## config.mk

```make
export PLATFORM = sky130hd
export DESIGN_NAME = sorted_unique_key_list_core
export DESIGN_NICKNAME = d
export VERILOG_FILES = /design/src/hdl/sukl_pkg.sv /design/src/hdl/sorted_unique_key_list_core.sv /design/src/hdl/sukl_datapath.sv /design/src/hdl/sukl_controller.sv
export SDC_FILE = /design/constraint.sdc
export NUM_CORES = 2
export LEC_CHECK = 0
export BUFFER_PORTS_ARGS = -buffer_cell sky130_fd_sc_hd__buf_2
export CAP_MARGIN = 15
export CORE_MARGIN = 2
export CORE_UTILIZATION = 55
export CTS_CLUSTER_SIZE = 28
export DETAILED_ROUTE_END_ITERATION = 6
export HOLD_SLACK_MARGIN = 0.06
export PLACE_DENSITY = 0.74
export SLEW_MARGIN = 5
export SYNTH_ARGS = -nofsm -noshare
export SYNTH_HDL_FRONTEND = slang
export SYNTH_HIERARCHICAL = 1
export SYNTH_SLANG_ARGS = --single-unit
export TNS_END_PERCENT = 20
```

## constraint.sdc

```tcl
create_clock -name clk -period 8.9 [get_ports clk]
set_input_delay 1.78 -clock clk [delete_from_list [all_inputs] [get_ports clk]]
set_output_delay 1.78 -clock clk [all_outputs]
set_load 0.01 [all_outputs]
```

## src/hdl/sukl_pkg.sv

```systemverilog
`timescale 1ns / 1ps

package sukl_pkg;

  localparam int DEPTH      = 16;
  localparam int KEY_BYTES  = 8;
  localparam int KEY_W      = 64;
  localparam int CNT_W      = $clog2(DEPTH + 1);
  localparam int IDX_W      = (DEPTH > 1) ? $clog2(DEPTH) : 1;
  localparam int CAP_W      = 5;
  localparam int KIND_W     = 2;
  localparam int OUT_DATA_W = ((1 + KEY_W + 7) / 8) * 8;

  // Only the leading KEY_BYTES bytes of a key take part; the rest read as zero.
  localparam logic [KEY_W-1:0] KEY_MASK = (KEY_BYTES >= 8) ? {KEY_W{1'b1}} :
                                          ~({KEY_W{1'b1}} >> (8 * KEY_BYTES));

  localparam logic [CAP_W-1:0] CAP_RESET = CAP_W'(16);

  typedef enum logic [KIND_W-1:0] {
    OP_INSERT = 2'd0,
    OP_REMOVE = 2'd1,
    OP_SEARCH = 2'd2,
    OP_DUMP   = 2'd3
  } op_t;

  // Commands from the controller to the datapath.
  typedef struct packed {
    logic             load_item;
    logic             do_insert;
    logic             do_remove;
    logic             load_out;
    logic             out_found;
    logic             out_last;
    logic             out_use_entry;
    logic [IDX_W-1:0] dump_idx;
  } cmd_t;

  // Status from the datapath to the controller.
  typedef struct packed {
    op_t              kind;
    logic             hit;
    logic [CNT_W-1:0] count;
  } sts_t;

endpackage

```

## src/hdl/sorted_unique_key_list_core.sv

```systemverilog
`timescale 1ns / 1ps

// Sorted list of up to sixteen distinct 64-bit keys, kept in ascending
// unsigned order in a chain of register cells. Each input transfer carries an
// operation in s_axis_tuser (0 insert, 1 remove, 2 search, 3 dump) and a key
// in s_axis_tdata. Insert and remove produce no output transfer; an insert is
// dropped when the list is full or already holds the key, and a remove of an
// absent key is dropped. A search produces one transfer with the found flag
// and a zero key. A dump produces one transfer per stored key in ascending
// order with the found flag set and tlast on the final one; an empty list
// produces nothing. The block works on one item at a time: insert, remove and
// search pass through a single execute state before ready returns, as every
// cell compares and shifts at once; a dump then moves to a dump state and sends
// one stored key at a time through the single output register.
// Downstream stalls lengthen search and dump. The capacity register (reset 16)
// may be written only while the block is idle.

module sorted_unique_key_list_core (
  input  logic                               clk,
  input  logic                               rst,
  input  logic                               s_axis_tvalid,
  output logic                               s_axis_tready,
  input  logic [sukl_pkg::KEY_W-1:0]         s_axis_tdata,  // [63:0] key
  input  logic [sukl_pkg::KIND_W-1:0]        s_axis_tuser,  // [1:0] kind
  output logic                               m_axis_tvalid,
  input  logic                               m_axis_tready,
  // [0] found, [64:1] entry_key, upper bits zero
  output logic [sukl_pkg::OUT_DATA_W-1:0]    m_axis_tdata,
  output logic                               m_axis_tlast,  // last_entry
  input  logic                               cfg_wr_en,
  input  logic [sukl_pkg::CAP_W-1:0]         cfg_wr_data   // capacity
);
  import sukl_pkg::*;

  cmd_t             cmd;
  sts_t             sts;
  logic             out_found;
  logic [KEY_W-1:0] out_key;

  sukl_controller u_ctrl (
    .clk           (clk),
    .rst           (rst),
    .s_axis_tvalid (s_axis_tvalid),
    .s_axis_tready (s_axis_tready),
    .m_axis_tvalid (m_axis_tvalid),
    .m_axis_tready (m_axis_tready),
    .cfg_wr_en     (cfg_wr_en),
    .cfg_wr_data   (cfg_wr_data),
    .sts           (sts),
    .cmd           (cmd)
  );

  sukl_datapath u_dp (
    .clk       (clk),
    .rst       (rst),
    .in_key    (s_axis_tdata),
    .in_kind   (s_axis_tuser),
    .cmd       (cmd),
    .sts       (sts),
    .out_found (out_found),
    .out_key   (out_key),
    .out_last  (m_axis_tlast)
  );

  // Output word: found flag in the low bit, key above it, zero padding on top.
  assign m_axis_tdata = {{(OUT_DATA_W - KEY_W - 1){1'b0}}, out_key, out_found};

  // The entry count never exceeds the number of cells.
  a_count_bound: assert property (@(posedge clk) disable iff (rst)
    sts.count <= CNT_W'(DEPTH))
    else $error("entry count exceeds depth");

  // An executed insert grows the list by exactly one entry.
  a_insert_count: assert property (@(posedge clk) disable iff (rst)
    cmd.do_insert |=> sts.count == $past(sts.count) + CNT_W'(1))
    else $error("insert did not grow the list by one");

  // An executed remove shrinks the list by exactly one entry.
  a_remove_count: assert property (@(posedge clk) disable iff (rst)
    cmd.do_remove |=> sts.count == $past(sts.count) - CNT_W'(1))
    else $error("remove did not shrink the list by one");

  // A new result is never loaded over one that is still stalled.
  a_no_overwrite: assert property (@(posedge clk) disable iff (rst)
    cmd.load_out |-> !(m_axis_tvalid && !m_axis_tready))
    else $error("output register overwritten while stalled");

  // Only one item is in work at a time.
  a_one_item: assert property (@(posedge clk) disable iff (rst)
    (s_axis_tvalid && s_axis_tready) |=> !s_axis_tready)
    else $error("second item accepted while one is in work");

endmodule

```

## src/hdl/sukl_datapath.sv

```systemverilog
`timescale 1ns / 1ps

module sukl_datapath (
  input  logic                          clk,
  input  logic                          rst,
  input  logic [sukl_pkg::KEY_W-1:0]    in_key,
  input  logic [sukl_pkg::KIND_W-1:0]   in_kind,
  input  sukl_pkg::cmd_t                cmd,
  output sukl_pkg::sts_t                sts,
  output logic                          out_found,
  output logic [sukl_pkg::KEY_W-1:0]    out_key,
  output logic                          out_last
);
  import sukl_pkg::*;

  logic [KEY_W-1:0] entries [DEPTH];
  logic [KEY_W-1:0] lower   [DEPTH];
  logic [KEY_W-1:0] upper   [DEPTH];
  logic [CNT_W-1:0] count;
  logic [KEY_W-1:0] key_r;
  op_t              kind_r;
  logic [DEPTH-1:0] gt;
  logic [DEPTH-1:0] ge;
  logic [DEPTH-1:0] eq;
  logic [DEPTH-1:0] gt_prev;

  // Every cell compares its own entry against the held key. Since the list is
  // sorted, the greater-than flags form a thermometer over the valid cells.
  always_comb begin
    for (int i = 0; i < DEPTH; i++) begin
      gt[i] = (CNT_W'(i) < count) && (entries[i] > key_r);
      ge[i] = (CNT_W'(i) < count) && (entries[i] >= key_r);
      eq[i] = (CNT_W'(i) < count) && (entries[i] == key_r);
    end
    gt_prev = DEPTH'({gt, 1'b0});
    lower[0] = '0;
    for (int i = 1; i < DEPTH; i++) begin
      lower[i] = entries[i-1];
    end
    for (int i = 0; i < DEPTH - 1; i++) begin
      upper[i] = entries[i+1];
    end
    upper[DEPTH-1] = entries[DEPTH-1];
  end

  assign sts.kind  = kind_r;
  assign sts.hit   = |eq;
  assign sts.count = count;

  always_ff @(posedge clk) begin
    if (cmd.load_item) begin
      key_r  <= in_key & KEY_MASK;
      kind_r <= op_t'(in_kind);
    end
    for (int i = 0; i < DEPTH; i++) begin
      if (cmd.do_insert) begin
        if (gt_prev[i]) begin
          entries[i] <= lower[i];
        end else if (gt[i] || (CNT_W'(i) == count)) begin
          entries[i] <= key_r;
        end
      end else if (cmd.do_remove) begin
        if (ge[i]) begin
          entries[i] <= upper[i];
        end
      end
    end
    if (cmd.load_out) begin
      out_found <= cmd.out_found;
      out_last  <= cmd.out_last;
      out_key   <= cmd.out_use_entry ? entries[cmd.dump_idx] : '0;
    end
  end

  always_ff @(posedge clk) begin
    if (rst) begin
      count <= '0;
    end else if (cmd.do_insert) begin
      count <= count + CNT_W'(1);
    end else if (cmd.do_remove) begin
      count <= count - CNT_W'(1);
    end
  end

endmodule

```

## src/hdl/sukl_controller.sv

```systemverilog
`timescale 1ns / 1ps

module sukl_controller (
  input  logic                        clk,
  input  logic                        rst,
  input  logic                        s_axis_tvalid,
  output logic                        s_axis_tready,
  output logic                        m_axis_tvalid,
  input  logic                        m_axis_tready,
  input  logic                        cfg_wr_en,
  input  logic [sukl_pkg::CAP_W-1:0]  cfg_wr_data,
  input  sukl_pkg::sts_t              sts,
  output sukl_pkg::cmd_t              cmd
);
  import sukl_pkg::*;

  typedef enum logic [1:0] {
    S_IDLE,
    S_EXEC,
    S_DUMP
  } state_t;

  state_t           state;
  state_t           state_next;
  logic [CAP_W-1:0] capacity;
  logic [CNT_W-1:0] limit;
  logic [IDX_W-1:0] idx;
  logic             out_free;
  logic             dump_last;

  assign s_axis_tready = (state == S_IDLE);
  assign out_free      = !m_axis_tvalid || m_axis_tready;
  assign dump_last     = (CNT_W'(idx) + CNT_W'(1)) == sts.count;

  // Effective capacity is the register clipped to the number of cells.
  always_comb begin
    if (CNT_W'(capacity) < CNT_W'(DEPTH)) begin
      limit = CNT_W'(capacity);
    end else begin
      limit = CNT_W'(DEPTH);
    end
  end

  always_comb begin
    state_next        = state;
    cmd               = '0;
    cmd.dump_idx      = idx;
    cmd.load_item     = s_axis_tvalid && s_axis_tready;
    unique case (state)
      S_IDLE: begin
        if (s_axis_tvalid) begin
          state_next = S_EXEC;
        end
      end
      S_EXEC: begin
        unique case (sts.kind)
          OP_INSERT: begin
            cmd.do_insert = (sts.count < limit) && !sts.hit;
            state_next    = S_IDLE;
          end
          OP_REMOVE: begin
            cmd.do_remove = sts.hit;
            state_next    = S_IDLE;
          end
          OP_SEARCH: begin
            if (out_free) begin
              cmd.load_out  = 1'b1;
              cmd.out_found = sts.hit;
              cmd.out_last  = 1'b1;
              state_next    = S_IDLE;
            end
          end
          OP_DUMP: begin
            if (sts.count == '0) begin
              state_next = S_IDLE;
            end else begin
              state_next = S_DUMP;
            end
          end
          default: begin
            state_next = S_IDLE;
          end
        endcase
      end
      S_DUMP: begin
        if (out_free) begin
          cmd.load_out      = 1'b1;
          cmd.out_found     = 1'b1;
          cmd.out_last      = dump_last;
          cmd.out_use_entry = 1'b1;
          if (dump_last) begin
            state_next = S_IDLE;
          end
        end
      end
      default: begin
        state_next = S_IDLE;
      end
    endcase
  end

  always_ff @(posedge clk) begin
    if (rst) begin
      state         <= S_IDLE;
      m_axis_tvalid <= 1'b0;
      capacity      <= CAP_RESET;
      idx           <= '0;
    end else begin
      state <= state_next;
      if (cfg_wr_en) begin
        capacity <= cfg_wr_data;
      end
      if (cmd.load_out) begin
        m_axis_tvalid <= 1'b1;
      end else if (m_axis_tready) begin
        m_axis_tvalid <= 1'b0;
      end
      if (state == S_EXEC) begin
        idx <= '0;
      end else if (state == S_DUMP && cmd.load_out) begin
        idx <= idx + IDX_W'(1);
      end
    end
  end

endmodule

```

==> impl_results.md <==
* Status: finished, violations left
* Failing checks: DRC, slew limit
* H-tree levels at 4
* Vias in the first global route at 69300
* Routed len/inst at 36.8 µm
* Vias/cell at 7.43
* Async S/R FF share, synth at 0%
* Flop pwr share at 45.9%
* I/O Buffers at 143
* Met1 Use GR at 54.6%
* Skew final at 0.0447 ns
* Tcrit/Tclk final at 89.0%
* Congestion Overflow GR at 0
* Placer Congestion at 1.02
* CTS Buffer Depth at 3
* Core area at 157000 µm²
* Layout area overhead at 9.03%
* Detailed-placement wirelength estimate at 243000 µm
* Comb pwr share at 9.5%
* Yosys top cell by area: edfxtp_1
* Switching part of the total power at 26.5%
* Met3 GRT Util at 13.2%
* Worst-Margin Slew at 1.50 ns
* Initial antenna violation count at 23
* CP max stage delay at 1.03 ns
* Distinct cell type count after synthesis at 83
* Initial Utilization at 55.5%
* Crit-path cells: inv_1 -> ha_1 -> nand4_1 -> nor4_1 -> buf_2 -> nand3_1 -> or4_1 -> nor2_1 -> a22o_1 -> a2111oi_0 -> nand4_1 -> or4b_2 -> nor3_2 -> buf_4 -> nor2b_1 -> buf_4 -> o211ai_1 -> buf_4 -> buf_4 -> a21oi_1
* First-pass GRT wire length at 508000 µm
* Die height at 402 µm
* Post-synth top area share at 39.9%
* Register bit total from synthesis at 1173
* Final net count at 8754
* IO Pins at 151
* Switching Power at 3.57 mW
* DRC at 44
* Endpoint type of the worst setup path: register
* Final hold violations at 0
* Setup Buffers After CTS at 0
* Peak Freq at 126 MHz
* Die W at 402 µm
* Placed Instance Area at 90200 µm²
* Final Cell Area at 94900 µm²
* Worst hold-check path type: register to register
* Synthesis Warnings at 6
* Inserted Clock Buffers at 141
* Setup Viol. Count Final at 0
* Slowest CP cell: buf_4
* CTS clock-pin slew for the worst setup and hold paths at 0.06 ns
* Worst EP arrival at 8.43 ns
* Buf/Inv on CP at 6
* CTS Root Cell: clkbuf_16
* TritonRoute pass-1 iters at 7
* Crit-path max FO at 76
* Cts hold-fix bufs at 0
* Vias after detailed routing at 72900
* Final core utilization at 60.5%
* Clock latency on the worst-skew pair at 0.86 ns
* Crit Reg-Reg Startpoint: u_dp/key_r[54]
* CP required at 9.41 ns
* Synthesized area at 87000 µm²
* Die area at 161000 µm²
* Worst hold start: u_ctrl/state[0]
* Final WL at 361000 µm
* Min Hold Slack at 0.482 ns
* Syn Area/Cell at 11.3 µm²
* # rows at 145
* Int Power at 9.87 mW
* GRT Total Usage at 43.8%
* CTS tree: yes
* Main area contributors after synthesis: edfxtp_1, ha_1, mux4_2, mux2i_1, a21oi_1
* # Max-Cap Violations at 0
* Power share of the clock group at 44.6%
* Slew margin rel. at -0.0855%
* Post-CTS resize count at 0
* Unrepaired setup endpoints after global routing: false
* Lkg Pwr at 36.4 nW
* Min cycle time layout at 7.92 ns
* Delay-heaviest family, CP: buffers and inverters
* Cell mode on critical path: buf_4
* Worst-case vdd ir drop at 0.209 mV
* Synth Flop Type: edfxtp_1
* Reg-to-reg setup timing slack at 0.98 ns
* Syn Inst Count at 7718
* GR peak layer: met2
* Crit path kind: register to register
* 1st-iter DRT viols at 10500
* CP Launch Type: register
* Layout cells sized above 1 at 14.6%
* Slew Viols, Final at 1
* Post-synthesis sequential area ratio at 40.3%
* CP Launch Point: u_dp/key_r[54]
* Grt met2 use at 65.4%
* Clock Sinks at 1173
* EDFF count, synth at 1156
* Largest net degree at the start of global routing at 129
* Cell Pwr Density at 142 nW/µm²
* Antenna viol nets, final at 0
final cells by class:
cell class	instances	area, µm²
Tap cell	2058	2570
Inverter	123	464
Clock inverter	79	908
Clock buffer	174	3710
Sequential cell	1173	35100
Fill cell	12600	61900
Antenna cell	6	15.0
Timing Repair Buffer	321	2560
Multi-Input combinational cell	5881	49600
synthesized netlist by cell type, types with 7 or more instances:
master,count
a221oi_1,55
mux2i_1,516
nor3b_1,133
xnor2_1,7
and3_1,8
dfxtp_1,17
ha_1,1037
nor2_1,677
clkbuf_1,371
a21boi_0,11
nor3_1,63
nor4_1,46
nand3_1,115
and4_1,33
mux2_1,38
buf_6,9
o211ai_1,32
inv_1,121
nor2b_1,20
and2_1,74
a21o_1,200
mux4_2,320
a31oi_1,77
or4_1,10
buf_1,40
edfxtp_1,1156
or3_1,14
a22o_1,130
nand2_1,451
o22ai_1,7
a221o_1,136
mux2_2,216
buf_2,91
nand2b_1,20
a211oi_1,22
or2_2,8
buf_4,36
o21a_1,12
a21oi_1,929
o21ai_0,163
nand4_1,196
flip-flops by register name, indices dropped and copies added, names as in the netlist:
| register | cells |
|---|---|
| u_dp/out_key | 64 |
| u_ctrl/capacity | 5 |
| u_dp/count | 5 |
| u_ctrl/idx | 4 |
| u_ctrl/m_axis_tvalid | 1 |
| u_ctrl/state | 2 |
| u_dp/out_found | 1 |
| u_dp/kind_r | 2 |
| u_dp/key_r | 64 |
| u_dp/entries | 1024 |
| u_dp/out_last | 1 |
path summary, 6_finish.rpt:
kind	cells after the start	to
min reg2reg	2	u_ctrl/state[0]
max reg2reg	20	u_dp/entries[7][47]
min	2	u_ctrl/state[0]
max	20	u_dp/entries[7][47]
layer usage:
layer,wire [µm],up-vias
met4,30300,22
met5,143,-
met3,48000,1454
met1,127000,35400
li1,-,30200
met2,156000,5826
power by group through the flow:
stage	Sequential (mW)	Combinational, mW	Clock [mW]
finish	6.17	1.27	5.99
global route	6.18	1.38	6.20
CTS	6.16	1.23	5.99
detailed placement	6.28	1.22	0
global placement	6.27	1.19	0
floorplan	6.19	0.816	0
through the flow:
stage / worst slack (ns) / TNS (ns) / total power, mW / std cells
floorplan: -0.672 / -220.77 / 7.01 / 7724
global placement: 1.17 / 0 / 7.46 / 9547
detailed placement: 1.09 / 0 / 7.50 / 9552
CTS: 1.05 / 0 / 13.4 / 9805
global route: 0.934 / 0 / 13.7 / 9809
finish: 0.983 / 0 / 13.4 / 9815
layout by cell type, fill, tap and decap left out, types with 131 or more instances in the layout:
cell       instances
a21o_1           200
a21oi_1          929
a221o_1          136
buf_2            146
buf_4            133
clkbuf_16        143
edfxtp_1        1156
ha_1            1037
mux2_2           216
mux2i_1          516
mux4_2           320
nand2_1          446
nand4_1          196
nor2_1           675
nor3b_1          131
o21ai_0          153
tightest hold or removal path, cell delays in order (launching register included):
cell and delay (ns):
dfxtp_1 0.32, nand2_1 0.06, mux2i_1 0.05
cells by family after synthesis:
group	synth area share (%)
multiplexers	17.5
flip-flops	40.3
adder cells (fa/ha/maj)	14.9
AO/OA/AOI/OAI	13.4
buffers and inverters	3.25
AND/OR/NAND/NOR	10.5
other	0.00431
XOR/XNOR	0.131
No activity file was read; power rests on OpenSTA's default activity.
